File: config.mk
export PLATFORM = sky130hd
export DESIGN_NAME = integer_extended_gcd_core
export DESIGN_NICKNAME = d
export VERILOG_FILES = /design/src/rtl/iegcd_pkg.sv /design/src/rtl/integer_extended_gcd_core.sv
export SDC_FILE = /design/constraint.sdc
export NUM_CORES = 1
export LEC_CHECK = 0
export ABC_AREA = 1
export BUFFER_PORTS_ARGS = -buffer_cell sky130_fd_sc_hd__clkbuf_2
export CAP_MARGIN = 25
export CORE_MARGIN = 2
export CORE_UTILIZATION = 55
export DETAILED_ROUTE_END_ITERATION = 10
export PLACE_DENSITY = 0.72
export SYNTH_ARGS = -nofsm -noshare
export SYNTH_HDL_FRONTEND = slang
export SYNTH_SLANG_ARGS = --single-unit
File: constraint.sdc
create_clock -name clk -period 12.5 [get_ports clk]
set_clock_uncertainty 0.1 [all_clocks]
set_input_delay 1.875 -clock clk [delete_from_list [all_inputs] [get_ports clk]]
set_output_delay 1.875 -clock clk [all_outputs]
set_load 0.1 [all_outputs]
File: src/rtl/iegcd_pkg.sv
`timescale 1ns / 1ps

package iegcd_pkg;

    // Sequencer state encoding.
    typedef logic [1:0] state_t;

    localparam state_t ST_IDLE  = 2'd0;
    localparam state_t ST_CHECK = 2'd1;
    localparam state_t ST_DIV   = 2'd2;
    localparam state_t ST_UPD   = 2'd3;

endpackage

File: src/rtl/integer_extended_gcd_core.sv
`timescale 1ns / 1ps

// Extended Euclid core: a beat is accepted when start is high and busy is low. The core
// then runs Euclid's remainder loop on the operand magnitudes and returns the gcd
// and the sign-adjusted Bezout coefficients on divisor, coef_a and coef_b, valid
// for exactly one cycle while done is high; the receiver cannot stall, so it must
// take the beat in that cycle. An item keeps busy high through k Euclid iterations
// and a final zero check, where k is zero when b_value is zero and at most
// about 1.44*(WIDTH-1). Each iteration costs one zero check, WIDTH-1 steps of a
// one-bit-per-cycle restoring divider that also builds the products q*x and q*y
// by shift-and-add, and one coefficient update. A new beat may be accepted in
// the same cycle that done is shown.
module integer_extended_gcd_core #(
    parameter int WIDTH = 32
) (
    input  logic                    clk,
    input  logic                    rst_n,
    input  logic                    start,
    output logic                    busy,
    input  logic signed [WIDTH-1:0] a_value,
    input  logic signed [WIDTH-1:0] b_value,
    output logic                    done,
    output logic        [WIDTH-2:0] divisor,
    output logic signed [WIDTH-1:0] coef_a,
    output logic signed [WIDTH-1:0] coef_b
);

    import iegcd_pkg::*;

    localparam int MW = WIDTH - 1;
    localparam int CW = $clog2(MW);
    localparam logic [WIDTH-1:0] MIN_VAL = {1'b1, {MW{1'b0}}};
    localparam logic [WIDTH-1:0] MAX_POS = {1'b0, {MW{1'b1}}};
    localparam logic [CW-1:0]    LAST_STEP = CW'(MW - 1);

    state_t            state_reg;
    logic [CW-1:0]     cnt_reg;
    logic              done_reg;
    logic [MW-1:0]     ra_reg;
    logic [MW-1:0]     rb_reg;
    logic [MW-1:0]     rem_reg;
    logic [MW-1:0]     dvd_reg;
    logic [WIDTH-1:0]  px_reg;
    logic [WIDTH-1:0]  cx_reg;
    logic [WIDTH-1:0]  py_reg;
    logic [WIDTH-1:0]  cy_reg;
    logic [WIDTH-1:0]  accx_reg;
    logic [WIDTH-1:0]  accy_reg;
    logic [WIDTH-1:0]  a_reg;
    logic [WIDTH-1:0]  b_reg;
    logic [MW-1:0]     div_reg;
    logic [WIDTH-1:0]  coefa_reg;
    logic [WIDTH-1:0]  coefb_reg;

    logic [MW-1:0]     abs_a;
    logic [MW-1:0]     abs_b;
    logic [MW:0]       trial;
    logic [MW+1:0]     diff;
    logic              qbit;
    logic [WIDTH-1:0]  accx_next;
    logic [WIDTH-1:0]  accy_next;
    logic [WIDTH-1:0]  sgn_a;
    logic [WIDTH-1:0]  sgn_b;

    // Saturating magnitude of a two's complement operand.
    function automatic logic [MW-1:0] sat_abs(input logic [WIDTH-1:0] v);
        logic [WIDTH-1:0] neg;
        neg = -v;
        if (!v[WIDTH-1])
        begin
            sat_abs = v[MW-1:0];
        end
        else if (v == MIN_VAL)
        begin
            sat_abs = MAX_POS[MW-1:0];
        end
        else
        begin
            sat_abs = neg[MW-1:0];
        end
    endfunction

    // Coefficient times the sign of its operand, saturating on negation.
    function automatic logic [WIDTH-1:0] apply_sign(input logic [WIDTH-1:0] c,
                                                    input logic [WIDTH-1:0] s);
        if (s == '0)
        begin
            apply_sign = '0;
        end
        else if (!s[WIDTH-1])
        begin
            apply_sign = c;
        end
        else if (c == MIN_VAL)
        begin
            apply_sign = MAX_POS;
        end
        else
        begin
            apply_sign = -c;
        end
    endfunction

    assign abs_a = sat_abs(a_value);
    assign abs_b = sat_abs(b_value);

    // One restoring division step, with shift-and-add of the quotient bit into
    // the two coefficient products.
    assign trial     = {rem_reg, dvd_reg[MW-1]};
    assign diff      = {1'b0, trial} - {2'b00, rb_reg};
    assign qbit      = !diff[MW+1];
    assign accx_next = {accx_reg[WIDTH-2:0], 1'b0} + (qbit ? cx_reg : '0);
    assign accy_next = {accy_reg[WIDTH-2:0], 1'b0} + (qbit ? cy_reg : '0);

    // Final sign adjustment of the coefficients.
    assign sgn_a = apply_sign(px_reg, a_reg);
    assign sgn_b = apply_sign(py_reg, b_reg);

    // Sequencer and datapath.
    always_ff @(posedge clk or negedge rst_n)
    begin
        if (!rst_n)
        begin
            state_reg <= ST_IDLE;
            cnt_reg   <= '0;
            done_reg  <= 1'b0;
        end
        else
        begin
            done_reg <= (state_reg == ST_CHECK) && (rb_reg == '0);
            case (state_reg)
                ST_IDLE:
                begin
                    if (start)
                    begin
                        a_reg     <= a_value;
                        b_reg     <= b_value;
                        ra_reg    <= abs_a;
                        rb_reg    <= abs_b;
                        px_reg    <= WIDTH'(1);
                        cx_reg    <= '0;
                        py_reg    <= '0;
                        cy_reg    <= WIDTH'(1);
                        state_reg <= ST_CHECK;
                    end
                end
                ST_CHECK:
                begin
                    if (rb_reg == '0)
                    begin
                        div_reg   <= ra_reg;
                        coefa_reg <= sgn_a;
                        coefb_reg <= sgn_b;
                        state_reg <= ST_IDLE;
                    end
                    else
                    begin
                        rem_reg   <= '0;
                        dvd_reg   <= ra_reg;
                        accx_reg  <= '0;
                        accy_reg  <= '0;
                        cnt_reg   <= '0;
                        state_reg <= ST_DIV;
                    end
                end
                ST_DIV:
                begin
                    rem_reg  <= qbit ? diff[MW-1:0] : trial[MW-1:0];
                    dvd_reg  <= {dvd_reg[MW-2:0], 1'b0};
                    accx_reg <= accx_next;
                    accy_reg <= accy_next;
                    cnt_reg  <= cnt_reg + CW'(1);
                    if (cnt_reg == LAST_STEP)
                    begin
                        state_reg <= ST_UPD;
                    end
                end
                ST_UPD:
                begin
                    ra_reg    <= rb_reg;
                    rb_reg    <= rem_reg;
                    px_reg    <= cx_reg;
                    cx_reg    <= px_reg - accx_reg;
                    py_reg    <= cy_reg;
                    cy_reg    <= py_reg - accy_reg;
                    state_reg <= ST_CHECK;
                end
                default:
                begin
                    state_reg <= ST_IDLE;
                end
            endcase
        end
    end

    assign busy    = (state_reg != ST_IDLE);
    assign done    = done_reg;
    assign divisor = div_reg;
    assign coef_a  = coefa_reg;
    assign coef_b  = coefb_reg;

endmodule

# Word level (Yosys, flattened, before mapping)
# Cells that the tools add are included.
[totals]
input_bits = 67
reg_bits = 483
elab_cells = 87
[classes]
n_mux = 34
n_eq_ne = 11
n_reduce_logical = 14
n_addsub = 10
[op_table]
columns = ["operator", "n"]
rows = [
  ["$pmux W32 S2", 6],
  ["$mux W32", 9],
  ["$mux W31", 9],
  ["$pmux W31 S2", 4],
  ["$eq A32 B32 Y1 const B", 4],
  ["$add A32 B32 Y32", 2],
  ["$logic_not A32 Y1", 2],
  ["$neg A32 Y32", 2],
  ["$sub A32 B32 Y32", 2],
  ["$neg A31 Y31", 2],
  ["$sub A32 B31 Y33", 1],
  ["$logic_not A31 Y1", 1],
  ["$reduce_and A3 Y1", 4],
  ["$pmux W5 S2", 1],
  ["$pmux W2 S4", 1],
  ["$mux W2", 3],
  ["$ne A2 B2 Y1 const B", 3],
  ["$reduce_bool A2 Y1", 3],
  ["$add A5 B1 Y5 const B", 1],
  ["$eq A5 B5 Y1 const B", 1],
  ["$mux W5", 1],
  ["$eq A2 B2 Y1 const B", 2],
  ["$reduce_and A2 Y1", 2],
  ["$eq A2 B1 Y1 const B", 1],
  ["other kinds (2)", 2],
]

# Longest topological paths before layout
# Gate-level depths: netlist of run 1.
[depth]
ltp_word = 5
ltp_mapped = 28
depth_no_buf = 27

# Worst setup path after synthesis of run 1
# Ideal clock, no wire load.
[synth_path]
path_kind = "input-to-reg"
startpoint = "in start"
endpoint = "reg cx_reg[0], enable pin"
path_buffers = 0
setup_slack_ns = 0.506
t_required_ns = 11.596
setup_time_ns = 0.804
stages = 2
t_arrival_ns = 11.091
path_cell_list = "nand2_1 -> a21oi_1"
[synth_via]
elab_chain_len = 2
[synth_lines]
columns = ["item", "line_no", "rtl"]
rows = [
  ["start: declaration", "integer_extended_gcd_core.sv:18", "input logic start,"],
  ["$ne A2 B2 Y1 (no line)", "-", ""],
  ["$reduce_and A3 Y1 (no line)", "-", ""],
  ["end signal: assignment", "integer_extended_gcd_core.sv:183", "cx_reg <= px_reg - accx_reg;"],
  ["end: declaration", "integer_extended_gcd_core.sv:44", "logic [WIDTH-1:0] cx_reg;"],
]
# No other way between the ends.
# A chain may end at the register's enable or synchronous reset.

# Worst setup path in the final report of run 1
[layout_path]
startpoint = "reg rb_reg[0]"
endpoint = "reg accx_reg[29], data pin"
[layout_via]
elab_chain_len = 4
[layout_lines]
columns = ["item", "line_no", "rtl"]
rows = [
  ["start: declaration", "integer_extended_gcd_core.sv:40", "logic [MW-1:0] rb_reg;"],
  ["start signal: assignment", "integer_extended_gcd_core.sv:139", "rb_reg <= abs_b;"],
  ["start signal: assignment", "integer_extended_gcd_core.sv:181", "rb_reg <= rem_reg;"],
  ["$sub A32 B31 Y33", "integer_extended_gcd_core.sv:110", "assign diff = {1'b0, trial} - {2'b00, rb_reg};"],
  ["$mux W32", "integer_extended_gcd_core.sv:112", "assign accx_next = {accx_reg[WIDTH-2:0], 1'b0} + (qbit ? cx_reg : '0);"],
  ["$add A32 B32 Y32", "integer_extended_gcd_core.sv:112", ""],
  ["$pmux W32 S2", "integer_extended_gcd_core.sv:131", "case (state_reg)"],
  ["end signal: assignment", "integer_extended_gcd_core.sv:170", "accx_reg <= accx_next;"],
  ["end: declaration", "integer_extended_gcd_core.sv:47", "logic [WIDTH-1:0] accx_reg;"],
]
# No other way between the ends.

==> summary.md, run 1 <==
| Metric | Value |
|---|---|
| Status | `finished clean` |
| Overall power | `7.23 mW` |
| Vias post-DR | `27,301` |
| RSZ-0062 raised after global routing | `false` |
| CORE AREA | `0.0565 mm²` |
| Endpoints failing hold | `0` |
| Net Sw Frac | `43.2%` |
| CTS Hold Bufs | `0` |
| Worst Path Class, Setup | `flip-flop to flip-flop` |
| IO Port Bufs | `~160` |
| GRT Resource Usage Total | `between 20 and 30%` |
| Layout area overhead | `10.4%` |
| Post-cts sizing count | `0` |
| Initial core utilization | `55.8%` |
| Critical Path AT | `4.86 ns` |
| Fmax achieved | `0.218 GHz` |
| Pins Over Slew Limit | `0` |
| Part of the power in registers | `34.1%` |
| CTS tree | `done` |
| Clock Pin Slew Worst Setup and Hold Paths | `0.06 ns` |
| Largest net degree at the start of global routing | `a little over 70` |
| Synth async-reset ratio | `1.66%` |
| Clock Tree Root | `clkbuf_16` |
| Synth unique cells | `50` |
| Nets | `4,368` |
| Net Switching | `3.13 mW` |
| CP endpoint kind | `flip-flop` |
| Ys Warns | `0` |
| Pre-antenna DRT Iters | `6` |
| Util after Layout | `approximately 60%` |
| Syn Nets | `between 4,000 and 5,000` |
| Die area | `between 0.05 and 0.06 mm²` |
| Synth top area cells | `edfxtp_1 45%, nand2_1 11%, nor2_1 7.0%` |
| Initial drt markers | `2,159` |
| CTS Sinks | `approximately 480` |
| Fraction of layout cells with a size suffix above 1 | `7.28%` |
| CP max FO | `60` |
| Comb pwr share | `44.4%` |
| Yosys reg bits | `483` |
| Setup violations, final | `0` |
| Cts bufs inserted | `54` |
| Syn avg cell area | `slightly below 8 µm²` |
| Final Cycle Share | `36.7%` |
| Initial antenna violation count | `1` |
| Gp weighted congestion | `0.968` |
| Routed WL | `85.6 mm` |
| Yosys top cell by area | `edfxtp_1` |
| Wire per inst | `17.3 µm` |
| Synth top area share | `45.2%` |
| Kind of launch point of the worst setup path | `flip-flop` |
| Rel. slew slack | `33.7%` |
| # IOs | `164` |
| Num rows | `87` |
| Peak supply drop | `0.000135 V` |
| Sequential fraction of the synthesis area | `45.9%` |
| Most common cell after layout, fill and taps aside | `nand2_1` |
| Final ANT Viol Nets | `0` |
| Cell Int Power | `4.11 mW` |
| Min-delay worst type | `flip-flop to flip-flop` |
| Residual DRC count | `0` |
| Worst Path Required | `12.77 ns` |
| Grt total ovfl | `0` |
| Static Leak | `15.3 nW` |
| Setup tns final | `0 ns` |
| Post-Syn Area | `0.0315 mm²` |
| Max Cap Violations | `0` |
| Via density per instance | `5.53` |
| Ys flop type | `edfxtp_1` |
| Buffer count from post-CTS setup fixing | `0` |
| Min Tclk post-route | `~4.6 ns` |
| Die Y-Extent | `roughly 240 µm` |
| Most frequent cells in the layout | `904 x nand2_1, 585 x nor2_1, 526 x inv_1` |
| Tightest Pin Transition | `0.995 ns` |
| Clock latency on the worst-skew pair | `0.63 ns` |
| Vias in the first global route | `25,636` |
| Mapped Cells | `3,984` |
| DIE WIDTH | `between 200 and 250 µm` |
| Post-detail-place hpwl | `64.9 mm` |
| Clock tree buffer depth | `3` |
| Clock network power share | `21.5%` |
| Number of H-tree branching levels | `2` |
| PD cells | `roughly 210 mW/mm²` |
| EDFF count, synth | `475` |
| Diode count | `0` |
| First-pass GRT wire length | `135 mm` |
[cell type report]
| type | instances | area (µm²) |
|---|---|---|
| fillers | 5062 | 21700 |
| well taps | 756 | 946 |
| clock inverters | 32 | 280 |
| repair buffers | 178 | 948 |
| flip-flops and latches | 483 | 14500 |
| multi-input cells | 2884 | 14800 |
| inverters | 532 | 2000 |
| clock buffers | 68 | 1400 |
[per-stage QoR]
stage | hold WS (ns) | worst slack [ns] | cell area [µm²] | std cells
floorplan | 0.326 | 0.506 | 31500 | 3984
global placement | 0.333 | 7.99 | 33100 | 4832
detailed placement | 0.338 | 7.96 | 33100 | 4832
CTS | 0.358 | 7.94 | 34800 | 4932
global route | 0.370 | 7.44 | 34800 | 4933
finish | 0.364 | 7.91 | 34800 | 4933
[worst max-delay path: stages (launching register included)]
cell      delay [ns]
edfxtp_1        0.43
ha_1            0.26
fa_1            0.42
inv_1           0.07
nand2_1         0.04
nand2_1         0.08
nand3_1         0.08
nand2_2         0.13
nand2_1         0.06
nand2_1         0.13
nand2_1         0.09
nand2_2         0.08
inv_2           0.03
buf_4           0.29
nor2_1          0.19
ha_1            0.21
fa_1            0.21
nand2_1         0.08
nand2_1         0.07
o21ai_0         0.16
o21ai_0         0.50
nand2_1         0.10
nand2_1         0.15
nand4_1         0.13
a21oi_1         0.15
nor2_1          0.05
[Yosys cell counts, types with 4 or more instances]
cell type / instances
xnor2_1: 22
inv_2: 5
nand3_2: 5
nor3b_1: 5
nand4_1: 46
o21ai_0: 248
inv_1: 526
o21ai_1: 5
nor2_1: 588
or4_1: 6
ha_1: 163
or2_2: 14
xor2_1: 68
clkbuf_1: 57
dfrtp_1: 8
fa_1: 5
edfxtp_1: 475
nor2_4: 4
buf_2: 16
buf_1: 7
o21a_1: 20
nor3_1: 50
nand3_1: 206
a31oi_1: 58
o21bai_1: 22
nand2_1: 904
a21oi_1: 372
a21o_1: 10
nor2_2: 4
nor4_1: 19
nand3b_1: 6
[per-layer routing]
metal | track usage (%) | vias up | wire length (µm)
met1 | 40.1 | 12440 | 38000
met4 | 10.5 | 0 | 3080
met2 | 45.9 | 1005 | 38500
met3 | 3.29 | 167 | 5960
li1 | - | 13689 | -
met5 | 0 | - | 0
[power by group through the flow]
| stage | Clock (mW) | Sequential [mW] | Combinational (mW) |
|---|---|---|---|
| 2_1_floorplan | 0 | 2.47 | 2.38 |
| 3_3_place_gp | 0 | 2.48 | 3.13 |
| 3_5_place_dp | 0 | 2.49 | 3.16 |
| 4_1_cts | 1.57 | 2.46 | 3.17 |
| 5_1_grt | 1.64 | 2.49 | 3.65 |
| 6_report | 1.55 | 2.47 | 3.21 |
[final timing paths]
kind                       slack (ns)                    endpoint  depth (start not counted)                 start
setup reg to reg                 7.91  accx_reg[29]$_SDFFCE_PN0P_                         25   rb_reg[0]$_DFFE_PP_
max in group asynchronous       11.10      cnt_reg[1]$_DFFE_PN0P_                          1                 rst_n
min in group asynchronous        1.00      cnt_reg[4]$_DFFE_PN0P_                          1                 rst_n
hold reg to reg                  0.36       divisor[29]$_DFFE_PP_                          0  ra_reg[29]$_DFFE_PP_
hold / removal                   0.36       divisor[29]$_DFFE_PP_                          0  ra_reg[29]$_DFFE_PP_
setup / recovery                 7.91  accx_reg[29]$_SDFFCE_PN0P_                         25   rb_reg[0]$_DFFE_PP_
[cells by family (layout without fill, tap and decap cells)]
logic type / after synthesis / after routing / synth area share (%)
adder cells (fa/ha/maj): 168 / 168 / 6.79
AND/OR/NAND/NOR: 1876 / 1876 / 24.6
AO/OA/AOI/OAI: 750 / 750 / 12.7
flip-flops: 483 / 483 / 45.9
XOR/XNOR: 90 / 90 / 2.50
buffers and inverters: 617 / 810 / 7.50
Power figures use the tool's default switching activity.
==> run 2: changes to the inputs <==
==> constraint.sdc (replaced) <==
create_clock -name clk -period 4.75 [get_ports clk]
set_clock_uncertainty 0.1 [all_clocks]
set_input_delay 0.7125 -clock clk [delete_from_list [all_inputs] [get_ports clk]]
set_output_delay 0.7125 -clock clk [all_outputs]
set_load 0.1 [all_outputs]
==> run 2 against run 1 <==
Sequential cell count unchanged. Combinational power grew to 2.7 times the previous value. Routed wire length increased by 1.6%. Non-clock buffer count up 13. Total power increased to 2.6 times the previous value. Register-to-register slack got worse by 7.5 ns. Utilization up 0.29 points. Sequential power grew to 2.6 times the previous value. Largest power group unchanged. Highest routed layer unchanged.
==> summary.md, run 2 (synthesis results as in run 1) <==
| Metric | Value |
|---|---|
| Most frequent cells in the layout | `903 x nand2_1, 585 x nor2_1, 525 x inv_1` |
| Worst Path Class, Setup | `flip-flop to flip-flop` |
| WHS | `0.184 ns` |
| Status | `finished clean` |
| DP Worst Slack | `around 0.48 ns` |
| Cts bufs inserted | `53` |
| Kind of launch point of the worst setup path | `flip-flop` |
| CORE AREA | `0.0565 mm²` |
| Min-Delay Startpoint | `b_value[8]` |
| Vias post-DR | `27,488` |
| Clock latency on the worst-skew pair | `between 0.6 and 0.7 ns` |
| Fmax achieved | `0.232 GHz` |
| Largest net degree at the start of global routing | `75` |
| Final Non-Filler Cells | `4,942` |
| Initial drt markers | `2,280` |
| Clock tree buffer depth | `3` |
| PD cells | `547 mW/mm²` |
| Vias in the first global route | `26,084` |
| CTS Sinks | `483` |
| Num rows | `between 80 and 90` |
| Nets | `4,380` |
| Initial core utilization | `55.8%` |
| CTS tree | `done` |
| Routed WL | `86.9 mm` |
| Clock Tree Root | `clkbuf_16` |
| Critical Path AT | `4.59 ns` |
| First-pass GRT wire length | `137 mm` |
| Final ANT Viol Nets | `0` |
| Min-delay worst type | `primary input to flip-flop` |
| Final Cycle Share | `90.7%` |
| Die area | `0.0592 mm²` |
| Die Y-Extent | `about 240 µm` |
| Grt total ovfl | `0` |
| CP endpoint kind | `flip-flop` |
| Final worst setup slack | `0.442 ns` |
| Endpoints failing hold | `0` |
| Wire per inst | `between 15 and 20 µm` |
| Initial antenna violation count | `0` |
| Post-detail-place hpwl | `66.8 mm` |
| Worst Path Required | `5.04 ns` |
| CP startpoint | `rb_reg[0]$_DFFE_PP_` |
| GRT Resource Usage Total | `29.2%` |
| Depth of the worst hold-timing path | `1` |
| Overall power | `19.1 mW` |
| Pins Over Slew Limit | `0` |
| R2r startpoint | `rb_reg[0]$_DFFE_PP_` |
| Pre-antenna DRT Iters | `6` |
| Via density per instance | `roughly 5.6` |
| Path depth of the worst reg2reg path | `24` |
| Gp weighted congestion | `0.966` |
| RSZ-0062 raised after global routing | `false` |
| Fraction of layout cells with a size suffix above 1 | `7.64%` |
| Setup violations, final | `0` |
| CP max FO | `12` |
| Layout area overhead | `10.9%` |
| IO Port Bufs | `163` |
| DIE WIDTH | `243 µm` |
| Rel. slew slack | `32.5%` |
| Max Cap Violations | `0` |
| # IOs | `164` |
| Diode count | `0` |
| Min Tclk post-route | `about 4.3 ns` |
| Peak supply drop | `approximately 0.00033 V` |
| Most common cell after layout, fill and taps aside | `nand2_1` |
| Cells after DPL | `4,845` |
| Tightest Pin Transition | `1.01 ns` |
| Number of H-tree branching levels | `2` |
| Static Leak | `roughly 15 nW` |
| Clock Pin Slew Worst Setup and Hold Paths | `0.06 ns` |
| Residual DRC count | `0` |
run 2: cell types whose count changed in the layout (fill, tap and decap cells not counted), moves of 2 or more:
cell,previous run,this run
buf_4,14,21
clkbuf_1,14,8
buf_12,0,5
clkbuf_8,0,2
clkinv_4,0,2
run 2: layout make-up:
cell class                 count  area, µm²
clock buffer                  63       1380
multi-input combinational   2884      14800
sequential                   483      14500
inverter                     532       2000
timing repair buffer         191       1110
clock inverter                33        295
fill                        5052      21500
tap                          756        946
run 2: timing repair:
item                                   CTS  global route
setup endpoints to repair                0             2
gates resized for setup                  0             1
endpoints found under the hold margin    8             0
hold buffers                             1             0
buffers inserted                         0             0
run 2: critical path, cell delays in order (launching register included):
cell	delay (ns)
edfxtp_1	0.42
ha_1	0.25
fa_1	0.41
inv_1	0.08
nand2_1	0.05
nand2_1	0.10
nand3_1	0.09
nand2_2	0.13
nand2_1	0.06
nand2_1	0.13
nand2_1	0.09
nand2_2	0.08
inv_2	0.12
nor2_1	0.12
ha_1	0.19
fa_1	0.20
nand2_1	0.08
nand2_1	0.06
o21ai_0	0.14
o21ai_0	0.52
nand2_1	0.10
nand2_1	0.16
nand4_1	0.13
a21oi_1	0.16
nor2_1	0.06
run 2: metal layers:
metal	vias up	share of wire (%)	global-route usage (%)	wire, µm
met5	-	0	0	0
met4	0	3.4	9.74	2930
met3	155	7.0	3.89	6060
met2	981	45	47.2	39500
met1	12646	44	40.5	38400
li1	13706	-	-	-
run 2: worst paths after layout:
kind	endpoint	slack, ns
max	accx_reg[29]$_SDFFCE_PN0P_	0.44
min	b_reg[8]$_DFFE_PP_	0.18
max reg2reg	accx_reg[29]$_SDFFCE_PN0P_	0.44
min reg2reg	divisor[30]$_DFFE_PP_	0.34
max in group asynchronous	state_reg[1]$_DFFE_PN0P_	3.98
min in group asynchronous	done$_DFF_PN0_	0.37
run 2: power breakdown:
part,internal (mW),total [mW],switching (mW)
registers,5.90,6.50,0.601
logic,2.64,8.56,5.91
clock network,2.30,4.07,1.77
run 2: metrics by stage:
step,setup TNS [ns],util [%],cell area [µm²]
6_report,0,61.9,35000
5_1_grt,0,61.9,35000
4_1_cts,0,61.9,35000
3_5_place_dp,0,58.9,33300
3_3_place_gp,0,58.8,33200
2_1_floorplan,-4.29,-,31600
